File: src/rtl/core/xild_pkg.sv
`timescale 1ns / 1ps
`default_nettype none
package xild_pkg;

  localparam int unsigned CodeW = 8;
  localparam int unsigned LenW  = 5;
  localparam int unsigned CntW  = 5;
  localparam int unsigned PendW = 4;

  localparam logic [7:0] FlagMr = 8'h10;
  localparam logic [7:0] FlagOs = 8'h20;
  localparam logic [7:0] FlagNx = 8'h40;

  localparam logic [7:0] OpEscape  = 8'h0F;
  localparam logic [7:0] OpOpsize  = 8'h66;
  localparam logic [7:0] OpGrp3B   = 8'hF6;
  localparam logic [7:0] OpGrp3V   = 8'hF7;
  localparam logic [7:0] RegMask   = 8'h38;
  localparam logic [3:0] MaxPrefix = 4'd15;

  typedef enum logic [2:0] {
    PH_OPCODE = 3'd0,
    PH_SECOND = 3'd1,
    PH_MODRM  = 3'd2,
    PH_SIB    = 3'd3,
    PH_TAIL   = 3'd4
  } phase_e;

  typedef enum logic [1:0] {
    G3_NONE = 2'd0,
    G3_BYTE = 2'd1,
    G3_WORD = 2'd2
  } grp3_e;

  typedef struct packed {
    logic [CodeW-1:0] code_byte;
    logic             resync;
  } xild_in_t;

  typedef struct packed {
    logic [LenW-1:0] length;
    logic            not_handled;
  } xild_out_t;

  function automatic logic [7:0] rom_one(input logic [7:0] b);
    logic [7:0] r;
    logic [3:0] lo;
    lo = b[3:0];
    r = 8'h01;
    if (b < 8'h40) begin
      case (lo[2:0])
        3'd4: r = 8'h02;
        3'd5: r = FlagOs + 8'h01;
        3'd6, 3'd7: r = (b == OpEscape) ? 8'h00 : 8'h01;
        default: r = FlagMr + 8'h01;
      endcase
      if (b == OpEscape) r = 8'h00;
    end else if (b < 8'h60) begin
      r = 8'h01;
    end else if (b < 8'h70) begin
      case (lo)
        4'h2, 4'h3: r = FlagMr + 8'h01;
        4'h6: r = 8'h00;
        4'h7: r = FlagNx;
        4'h8: r = FlagOs + 8'h01;
        4'h9: r = FlagMr + FlagOs + 8'h01;
        4'hA: r = 8'h02;
        4'hB: r = FlagMr + 8'h02;
        4'hC: r = 8'h02;
        4'hD: r = FlagOs + 8'h01;
        4'hE: r = 8'h02;
        4'hF: r = FlagOs + 8'h01;
        default: r = 8'h01;
      endcase
    end else if (b < 8'h80) begin
      r = 8'h02;
    end else if (b < 8'h90) begin
      case (lo)
        4'h0: r = FlagMr + 8'h02;
        4'h1: r = FlagMr + FlagOs + 8'h01;
        4'h2: r = 8'h02;
        4'h3: r = FlagMr + 8'h02;
        default: r = FlagMr + 8'h01;
      endcase
    end else if (b < 8'hA0) begin
      r = (lo == 4'hA) ? FlagOs + 8'h03 : 8'h01;
    end else if (b < 8'hB0) begin
      case (lo)
        4'h0, 4'h2, 4'h8, 4'hA: r = 8'h02;
        4'h1, 4'h3, 4'h9, 4'hB: r = FlagOs + 8'h01;
        default: r = 8'h01;
      endcase
    end else if (b < 8'hC0) begin
      r = lo[3] ? FlagOs + 8'h01 : 8'h02;
    end else if (b < 8'hD0) begin
      case (lo)
        4'h0, 4'h1, 4'h6: r = FlagMr + 8'h02;
        4'h2, 4'hA: r = 8'h03;
        4'h4, 4'h5: r = FlagMr + FlagOs + 8'h03;
        4'h7: r = FlagMr + FlagOs + 8'h01;
        4'h8: r = 8'h04;
        4'hD: r = 8'h02;
        default: r = 8'h01;
      endcase
    end else if (b < 8'hE0) begin
      case (lo)
        4'h4, 4'h5, 4'h7: r = 8'h01;
        4'h6: r = FlagNx;
        default: r = FlagMr + 8'h01;
      endcase
    end else if (b < 8'hF0) begin
      case (lo)
        4'h8, 4'h9: r = FlagOs + 8'h01;
        4'hA: r = FlagOs + 8'h03;
        4'hB: r = 8'h02;
        default: r = lo[3] ? 8'h01 : 8'h02;
      endcase
    end else begin
      case (lo)
        4'h1: r = FlagNx;
        4'h6, 4'h7, 4'hE, 4'hF: r = FlagMr + 8'h01;
        default: r = 8'h01;
      endcase
    end
    return r;
  endfunction

  function automatic logic [7:0] rom_two(input logic [7:0] b);
    logic [7:0] r;
    logic [3:0] lo;
    lo = b[3:0];
    r = FlagNx;
    case (b[7:4])
      4'h0: begin
        case (lo)
          4'h0, 4'h1, 4'h2, 4'h3: r = FlagMr + 8'h02;
          4'h6, 4'h8, 4'h9: r = 8'h02;
          default: r = FlagNx;
        endcase
      end
      4'h2: begin
        case (lo)
          4'h0, 4'h1, 4'h2, 4'h3, 4'h4, 4'h6: r = 8'h02;
          default: r = FlagNx;
        endcase
      end
      4'h3: r = (lo < 4'h3) ? 8'h02 : FlagNx;
      4'h8: r = FlagOs + 8'h02;
      4'h9: r = lo[3] ? FlagMr + 8'h02 : 8'h02;
      4'hA: begin
        case (lo)
          4'h0, 4'h1, 4'h2, 4'h8, 4'h9, 4'hA: r = 8'h02;
          4'h3, 4'h5, 4'hB, 4'hD, 4'hF: r = FlagMr + 8'h02;
          4'h4, 4'hC: r = FlagMr + 8'h03;
          default: r = FlagNx;
        endcase
      end
      4'hB: begin
        case (lo)
          4'h2, 4'h4, 4'h5: r = FlagMr + FlagOs + 8'h02;
          4'h8, 4'h9: r = FlagNx;
          4'hA: r = FlagMr + 8'h03;
          default: r = FlagMr + 8'h02;
        endcase
      end
      4'hC: begin
        case (lo)
          4'h0, 4'h1: r = FlagMr + 8'h02;
          default: r = lo[3] ? 8'h02 : FlagNx;
        endcase
      end
      default: r = FlagNx;
    endcase
    return r;
  endfunction

  function automatic logic is_prefix(input logic [7:0] b);
    return b == 8'h66 || b == 8'hF0 || b == 8'hF2 || b == 8'hF3 ||
           b == 8'h26 || b == 8'h2E || b == 8'h36 || b == 8'h3E ||
           b == 8'h64 || b == 8'h65;
  endfunction

endpackage
`default_nettype wire

File: src/rtl/core/xild_if.sv
`timescale 1ns / 1ps
`default_nettype none
interface xild_in_if;
  logic                valid;
  logic                ready;
  xild_pkg::xild_in_t  payload;
  modport source (output valid, output payload, input ready);
  modport sink   (input valid, input payload, output ready);
endinterface

interface xild_out_if;
  logic                valid;
  logic                ready;
  xild_pkg::xild_out_t payload;
  modport source (output valid, output payload, input ready);
  modport sink   (input valid, input payload, output ready);
endinterface
`default_nettype wire

File: src/rtl/core/xild_step.sv
`timescale 1ns / 1ps
`default_nettype none
module xild_step (
  input  wire logic              clk_i,
  input  wire logic              rst_ni,
  input  wire logic              en_i,
  input  wire xild_pkg::xild_in_t in_i,
  output logic                   done_o,
  output xild_pkg::xild_out_t    res_o
);
  import xild_pkg::*;

  phase_e           phase_q, phase_d;
  logic [CntW-1:0]  cnt_q, cnt_d;
  logic             short_q, short_d;
  logic [PendW-1:0] pend_q, pend_d;
  logic [1:0]       flags_q, flags_d;
  grp3_e            g3_q, g3_d;
  logic [1:0]       mod_q, mod_d;

  always_comb begin
    phase_e           ph;
    logic [CntW-1:0]  cnt;
    logic             shrt;
    logic [PendW-1:0] pend;
    grp3_e            g3;
    logic [1:0]       md;
    logic [7:0]       b, entry;
    logic [3:0]       opb, fixed, imm, opsz, extra;
    logic             do_lookup, clr;
    logic [CntW-1:0]  pre;

    b = in_i.code_byte;
    ph = phase_q; cnt = cnt_q; shrt = short_q; pend = pend_q;
    g3 = g3_q; md = mod_q;
    flags_d = flags_q;
    if (in_i.resync) begin
      ph = PH_OPCODE; cnt = '0; shrt = 1'b0; pend = '0;
      g3 = G3_NONE; md = '0; flags_d = '0;
    end
    opsz = shrt ? 4'd2 : 4'd4;
    done_o = 1'b0;
    res_o = '0;
    clr = 1'b0;
    do_lookup = 1'b0;
    entry = rom_one(b);
    opb = 4'd1;
    extra = '0;
    fixed = '0;
    imm = '0;
    pre = '0;

    case (ph)
      PH_SECOND: begin
        cnt = cnt + 1'b1;
        entry = rom_two(b);
        opb = 4'd2;
        do_lookup = 1'b1;
      end
      PH_MODRM: begin
        cnt = cnt + 1'b1;
        if (b[7:6] == 2'd1) extra = 4'd1;
        else if (b[7:6] == 2'd2) extra = 4'd4;
        else if (b[7:6] == 2'd0 && b[2:0] == 3'd5) extra = 4'd4;
        if ((b & RegMask) == 8'h00) begin
          if (g3 == G3_BYTE) extra = extra + 4'd1;
          else if (g3 == G3_WORD) extra = extra + opsz;
        end
        pend = pend + extra;
        md = b[7:6];
        if (b[7:6] != 2'd3 && b[2:0] == 3'd4) ph = PH_SIB;
        else if (pend == '0) begin done_o = 1'b1; res_o.length = cnt; clr = 1'b1; end
        else ph = PH_TAIL;
      end
      PH_SIB: begin
        cnt = cnt + 1'b1;
        if (md == 2'd0 && b[2:0] == 3'd5) pend = pend + 4'd4;
        if (pend == '0) begin done_o = 1'b1; res_o.length = cnt; clr = 1'b1; end
        else ph = PH_TAIL;
      end
      PH_TAIL: begin
        cnt = cnt + 1'b1;
        if (pend != '0) pend = pend - 1'b1;
        if (pend == '0) begin done_o = 1'b1; res_o.length = cnt; clr = 1'b1; end
        else ph = PH_TAIL;
      end
      default: begin
        if (is_prefix(b)) begin
          if (b == OpOpsize) shrt = 1'b1;
          if (cnt < CntW'(MaxPrefix)) cnt = cnt + 1'b1;
          ph = PH_OPCODE;
        end else begin
          cnt = cnt + 1'b1;
          if (b == OpEscape) ph = PH_SECOND;
          else begin
            g3 = (b == OpGrp3B) ? G3_BYTE : ((b == OpGrp3V) ? G3_WORD : G3_NONE);
            do_lookup = 1'b1;
          end
        end
      end
    endcase

    if (do_lookup) begin
      fixed = entry[3:0];
      if ((entry & FlagNx) != 8'h00) begin
        pre = (cnt >= CntW'(opb)) ? cnt - CntW'(opb) : '0;
        done_o = 1'b1; res_o.length = pre; res_o.not_handled = 1'b1; clr = 1'b1;
      end else begin
        imm = (fixed > opb) ? fixed - opb : '0;
        if ((entry & FlagOs) != 8'h00) imm = imm + opsz;
        flags_d = entry[5:4];
        pend = imm;
        if ((entry & FlagMr) != 8'h00) ph = PH_MODRM;
        else if (pend == '0) begin done_o = 1'b1; res_o.length = cnt; clr = 1'b1; end
        else ph = PH_TAIL;
      end
    end

    if (clr) begin
      ph = PH_OPCODE; cnt = '0; shrt = 1'b0; pend = '0;
      g3 = G3_NONE; md = '0; flags_d = '0;
    end
    phase_d = ph; cnt_d = cnt; short_d = shrt; pend_d = pend; g3_d = g3; mod_d = md;
  end

  always_ff @(posedge clk_i or negedge rst_ni) begin
    if (!rst_ni) begin
      phase_q <= PH_OPCODE;
      cnt_q   <= '0;
      short_q <= 1'b0;
      pend_q  <= '0;
      flags_q <= '0;
      g3_q    <= G3_NONE;
      mod_q   <= '0;
    end else if (en_i) begin
      phase_q <= phase_d;
      cnt_q   <= cnt_d;
      short_q <= short_d;
      pend_q  <= pend_d;
      flags_q <= flags_d;
      g3_q    <= g3_d;
      mod_q   <= mod_d;
    end
  end
endmodule
`default_nettype wire

File: src/rtl/core/x86_instruction_length_decoder_top.sv
`timescale 1ns / 1ps
`default_nettype none
// Channel   Dir  Payload
// in_if     in   code_byte[7:0], resync
// out_if    out  length[4:0], not_handled
//
// One code byte a cycle while in_if is ready; the decode state advances in the cycle the beat is taken.
// A finished length sits in the output register in the cycle after its last byte is taken.
// Reset clears all decode state; the output register comes up empty.
// Input is held off only while the output register is full and stalled.
module x86_instruction_length_decoder_top (
  input wire logic   clk_i,
  input wire logic   rst_ni,
  xild_in_if.sink    in_if,
  xild_out_if.source out_if
);
  import xild_pkg::*;

  logic      take, done;
  xild_out_t res;
  logic      vld_q;
  xild_out_t res_q;

  assign in_if.ready = !vld_q || out_if.ready;
  assign take = in_if.valid && in_if.ready;

  xild_step u_step (
    .clk_i  (clk_i),
    .rst_ni (rst_ni),
    .en_i   (take),
    .in_i   (in_if.payload),
    .done_o (done),
    .res_o  (res)
  );

  always_ff @(posedge clk_i or negedge rst_ni) begin
    if (!rst_ni) begin
      vld_q <= 1'b0;
    end else if (in_if.ready) begin
      vld_q <= take && done;
    end
  end

  always_ff @(posedge clk_i) begin
    if (take && done) begin
      res_q <= res;
    end
  end

  assign out_if.valid   = vld_q;
  assign out_if.payload = res_q;
endmodule
`default_nettype wire

File: src/flat_wrapper.sv
// flat-port wrapper written by rule: the top's interface ports become plain ports
module x86_instruction_length_decoder_top_flat import xild_pkg::*;
  (clk_i, rst_ni, in_if_valid, in_if_payload, in_if_ready, out_if_valid, out_if_payload, out_if_ready);
  xild_in_if in_if_i ();
  xild_out_if out_if_i ();
  input wire logic clk_i;
  input wire logic rst_ni;
  input wire logic [$bits(in_if_i.valid)-1:0] in_if_valid;
  input wire logic [$bits(in_if_i.payload)-1:0] in_if_payload;
  output wire logic [$bits(in_if_i.ready)-1:0] in_if_ready;
  output wire logic [$bits(out_if_i.valid)-1:0] out_if_valid;
  output wire logic [$bits(out_if_i.payload)-1:0] out_if_payload;
  input wire logic [$bits(out_if_i.ready)-1:0] out_if_ready;
  assign in_if_i.valid = in_if_valid;
  assign in_if_i.payload = in_if_payload;
  assign in_if_ready = in_if_i.ready;
  assign out_if_valid = out_if_i.valid;
  assign out_if_payload = out_if_i.payload;
  assign out_if_i.ready = out_if_ready;
  x86_instruction_length_decoder_top u_core (.clk_i(clk_i), .rst_ni(rst_ni), .in_if(in_if_i), .out_if(out_if_i));
endmodule
File: config.mk
export PLATFORM = sky130hd
export DESIGN_NAME = x86_instruction_length_decoder_top_flat
export DESIGN_NICKNAME = d
export VERILOG_FILES = /design/src/rtl/core/xild_pkg.sv /design/src/rtl/core/xild_if.sv /design/src/rtl/core/xild_step.sv /design/src/rtl/core/x86_instruction_length_decoder_top.sv /design/src/flat_wrapper.sv
export SDC_FILE = /design/constraint.sdc
export NUM_CORES = 1
export LEC_CHECK = 0
export ABC_AREA = 1
export BUFFER_PORTS_ARGS = -buffer_cell sky130_fd_sc_hd__buf_4
export CAP_MARGIN = 0
export CORE_ASPECT_RATIO = 2
export CORE_MARGIN = 1
export CORE_UTILIZATION = 55
export CTS_BUF_LIST = sky130_fd_sc_hd__clkbuf_8
export DETAILED_ROUTE_END_ITERATION = 8
export MAX_ROUTING_LAYER = met4
export PLACE_DENSITY = 0.84
export SETUP_SLACK_MARGIN = 0.3
export SLEW_MARGIN = 10
export SYNTH_ARGS = -nofsm -noshare
export SYNTH_HDL_FRONTEND = slang
export SYNTH_SLANG_ARGS = --single-unit
File: constraint.sdc
create_clock -name clk_i -period 3.79 [get_ports clk_i]
set_clock_uncertainty 0.1 [all_clocks]
set_input_delay 0.758 -clock clk_i [delete_from_list [all_inputs] [get_ports clk_i]]
set_output_delay 0.758 -clock clk_i [all_outputs]
set_load 0.05 [all_outputs]
==> out/metrics.yaml, run 1 <==
grt_max_degree: 23
port_buffers: 20
yosysSeqAreaShare: 0.185
cts_max_level: 1
start_util: 0.569
netlist_area_um2: 3420
synth_cell_types: 53
clock_path_buffers: 2
yosys_warnings: 0
place_congestion: 1.07
die_y_um: 113
dp.final_hpwl_mm: 11.1
tool.error: "[ERROR GRT-0183] Net _0116_: the 3D maze router ran out of legal paths (heap underflow) - the net is boxed in by local congestion or blockages."
cts_buffers: 3
cts_root_buf: "clkbuf_8"
pre_cts_ws_ps: -1220
rows: 40
die_w_um: 57.7
io_pins: 21
synthesis.nets: 576
synth_seq_cells: 24
synthCells: 547
outcome: "aborted with a tool error"
failing_step: "global routing"
cts_sinks: 24
avgSynthCellArea_um2: 6.24
what timing repair did:
action / CTS
gates cloned: 1
setup endpoints to repair: 29
pin swaps: 40
setup buffers: 35
gates resized for setup: 66
hold buffers: 0
cells in the mapped netlist (all sizes together):
cell type	n	area, um2
a21o	1	7.51
o211a	1	10.0
fa	4	80.1
o22ai	4	25.0
buf	9	72.6
nor3b	1	7.51
o21ai	58	354
clkbuf	2	7.51
a221o	1	10.0
a21oi	34	174
dfrtp	18	450
a211oi	2	15.0
clkinv	2	7.51
nor3	7	40.0
or2	2	12.5
nor4	2	12.5
nor2	68	323
o21a	2	15.0
xor2	8	70.1
o211ai	3	22.5
inv	84	318
a31oi	3	18.8
a221oi	1	8.76
nand4	8	50.1
mux2i	1	10.0
o311ai	1	8.76
a32oi	2	17.5
a41oi	2	17.5
nand3b	3	35.0
nand3	34	218
edfxtp	6	180
o2111ai	1	8.76
a21boi	2	15.0
ha	12	150
xnor2	2	17.5
nand2	156	626
cell families after synthesis:
| group | count (synthesis) | share of synthesized area |
|---|---|---|
| compound gates | 118 | 0.213 |
| xor+xnor | 10 | 0.0256 |
| fa+ha+maj | 16 | 0.0674 |
| buf+inv | 97 | 0.119 |
| flops | 24 | 0.185 |
| mux | 1 | 0.00293 |
| simple gates | 281 | 0.388 |
per-stage QoR:
| step | cells | area [um2] | hold WS [ps] |
|---|---|---|---|
| after CTS | 788 | 5200 | 233 |
| after global placement | 748 | 4640 | 365 |
| after detailed placement | 748 | 4640 | 373 |
| after floorplan | 547 | 3540 | 349 |
==> run 2, diff against run 1 <==
--- a/config.mk
+++ b/config.mk
@@ -8,14 +8,10 @@
 export ABC_AREA = 1
 export BUFFER_PORTS_ARGS = -buffer_cell sky130_fd_sc_hd__buf_4
 export CAP_MARGIN = 0
-export CORE_ASPECT_RATIO = 2
 export CORE_MARGIN = 1
-export CORE_UTILIZATION = 55
-export CTS_BUF_LIST = sky130_fd_sc_hd__clkbuf_8
+export CORE_UTILIZATION = 40
 export DETAILED_ROUTE_END_ITERATION = 8
-export MAX_ROUTING_LAYER = met4
-export PLACE_DENSITY = 0.84
-export SETUP_SLACK_MARGIN = 0.3
+export PLACE_DENSITY_LB_ADDON = 0.15
 export SLEW_MARGIN = 10
 export SYNTH_ARGS = -nofsm -noshare
 export SYNTH_HDL_FRONTEND = slang
==> constraint.sdc (replaced) <==
create_clock -name clk_i -period 4.9 [get_ports clk_i]
set_clock_uncertainty 0.1 [all_clocks]
set_input_delay 0.98 -clock clk_i [delete_from_list [all_inputs] [get_ports clk_i]]
set_output_delay 0.98 -clock clk_i [all_outputs]
set_load 0.05 [all_outputs]
==> out/metrics.yaml, run 2 <==
vdd_ir_drop_max_mv: 0.191
max-cap-violations: 0
worst_pin_slew_ps: 850
fillers: 821
port_buffers: 20  # unchanged
setup_slack_ps: 173
yosysSeqAreaShare: 0.185  # unchanged
synth_common_cells: "nand2_1 (144), inv_1 (71), nor2_1 (53), o21ai_0 (37), a21oi_1 (33)"  # unchanged
ys_async_sr_fraction: 0.750  # unchanged
clock_path_buffers: 2  # unchanged
vias: 4085
required_ps: 4960
grt_max_degree: 22
placedInstanceArea_um2: 4230  # was 4640 um2
drive_gt1_frac: 0.330
grt_overflow: 0
pre_cts_ws_ps: -384  # was -1220 ps
drcViolationCount: 0
finalInstanceArea_um2: 4580
mostFrequentLayoutCell: "nand2_1"
grt_pass1_vias: 3650
antennaDiodeCount: 0
cts_root_buf: "clkbuf_8"  # unchanged
synth_top_area_share: 0.158  # unchanged
slew_headroom: 0.432
die_w_um: 94.4  # was 57.7 um
start_kind: "input port"
die_area_um2: 8910
clk_latency_ps: 280
viasPerCell: 5.36
core_area_um2: 8260
yosysMostFrequentCell: "nand2_1"  # unchanged
path_class: "in -> reg"
hold_buffers: 0  # unchanged
power.total_w: 0.00167
dp.final_hpwl_mm: 9.30  # was 11.1 mm
die_y_um: 94.4  # was 113 um
cp-end-kind: "flip-flop"
rows: 33  # was 40
first_pass_iters: 4
hold_class: "reg -> reg"
place_congestion: 0.977  # was 1.07
syn2layout_area_growth_pct: 34.0
rsz0062_at_grt: "yes"
postRouteAntennaNets: 0
start_util: 0.414  # was 0.569
cts_max_level: 1  # unchanged
synth_cell_types: 53  # unchanged
r2r_setup_slack_ps: 910
cts_tree: "yes"
antenna_found_initial: 0
drt_iter0_drc: 226
power_leakage_nw: 2.32
nets: 687
drv_slew: 0
synthesis.nets: 576  # unchanged
grt_first_pass_wirelength_mm: 18.2
wire_per_inst_um: 15.3
synth_seq_cells: 24  # unchanged
cts_buffers: 3  # unchanged
hold_viol: 0
synthCells: 547  # unchanged
max_freq_mhz: 212
synth_edf_count: 6  # unchanged
yosys_warnings: 0  # unchanged
synth.area.top_cells: "nand2_1 (16%), dfrtp_1 (13%), inv_1 (7.8%)"  # unchanged
tns_ps: 0
final-seq-area_um2: 631
final_cell_mix: "nand2_1 (142), buf_4 (111), inv_1 (65), nor2_1 (46), o21ai_0 (32)"
grt_usage: 0.264
outcome: "finished clean"  # was aborted with a tool error
critPathMaxFanout: 7
avgSynthCellArea_um2: 6.24  # unchanged
synth_ff_type: "dfrtp_1"  # unchanged
netlist_area_um2: 3420  # unchanged
io_pins: 21  # unchanged
wl_mm: 11.7
path_clk_slew_ps: 100
setup_viol: 0
multi_input_area_um2: 2510
synth_top_area_cell: "nand2_1"  # unchanged
powerDensity_nw_per_um2: 364
hold_ws_ps: 395
largest_reg_flops: 6
period_share: 0.965
cts_sinks: 24  # unchanged
crit_arrival_ps: 4790
min_period_ps: 4730
## run 2: worst max-delay path, cell delays in order
cell,delay (ps)
buf_4,120
buf_4,160
nor2_2,140
inv_2,80
o21ai_2,180
nand4_1,150
nor4_2,290
buf_4,160
nor2_1,50
a21oi_2,140
buf_4,140
fa_2,420
a21oi_2,140
ha_2,190
fa_1,430
inv_2,70
nand3_2,70
nand2_2,90
nand2_2,70
nor2_4,120
nand3_2,80
buf_4,180
nand3b_4,140
buf_4,150
o21ai_2,40
## run 2: repair_timing
| action | CTS | global route |
|---|---|---|
| pin swaps | 0 | 24 |
| setup endpoints to repair | 11 | 29 |
| buffers inserted | 0 | 20 |
| resized for setup | 2 | 40 |
| gates cloned | 0 | 1 |
## run 2: per-stage QoR
| step | cells | utilization |
|---|---|---|
| floorplan | 547 | - |
| global placement | 737 | 0.512 |
| detailed placement | 737 | 0.512 |
| CTS | 741 | 0.522 |
| global route | 762 | 0.554 |
| finish | 762 | 0.554 |
## run 2: cell type report
| type | count | share of cell area |
|---|---|---|
| clock buffers | 4 | 0.0145 |
| inverters | 86 | 0.0711 |
| multi-input cells | 427 | 0.548 |
| flip-flops and latches | 24 | 0.138 |
| well taps | 105 | 0.0287 |
| repair buffers | 116 | 0.200 |
## run 2: routing by layer
| metal | wire length [um] | track usage |
|---|---|---|
| met1 | 5440 | 0.375 |
| met2 | 5370 | 0.434 |
| met3 | 642 | 0.0217 |
| met4 | 233 | 0.0551 |
| met5 | 0 | 0 |
## run 2: cell families after synthesis
kind of cell | after synthesis | synth area share
buffers and inverters | 97 | 0.119
muxes | 1 | 0.00293
DFF | 24 | 0.185
xor gates and xnor gates | 10 | 0.0256
and+or+nand+nor | 281 | 0.388
adders and majority gates | 16 | 0.0674
AOI/OAI and AO/OA | 118 | 0.213
## run 2: worst paths after layout
check / start / end / cells past startpoint
setup / recovery: in_if_payload[2] / u_core.u_step.cnt_q[0] / 25
hold / removal: u_core.u_step.pend_q[0] / u_core.u_step.pend_q[0] / 2
setup reg to reg: u_core.u_step.phase_q[0] / u_core.u_step.cnt_q[0] / 21
hold reg to reg: u_core.u_step.pend_q[0] / u_core.u_step.pend_q[0] / 2
max in group asynchronous: rst_ni / u_core.u_step.cnt_q[4] / 1
min in group asynchronous: rst_ni / u_core.u_step.mod_q[0] / 1
## run 2: power breakdown
| part | total [W] | switching [W] | leakage, nW | internal, W |
|---|---|---|---|---|
| Clock | 0.000166 | 0.0000770 | 0.0339 | 0.0000891 |
| Combinational | 0.00119 | 0.000732 | 1.98 | 0.000454 |
| Sequential | 0.000313 | 0.0000350 | 0.299 | 0.000278 |
Power figures use the tool's default switching activity.
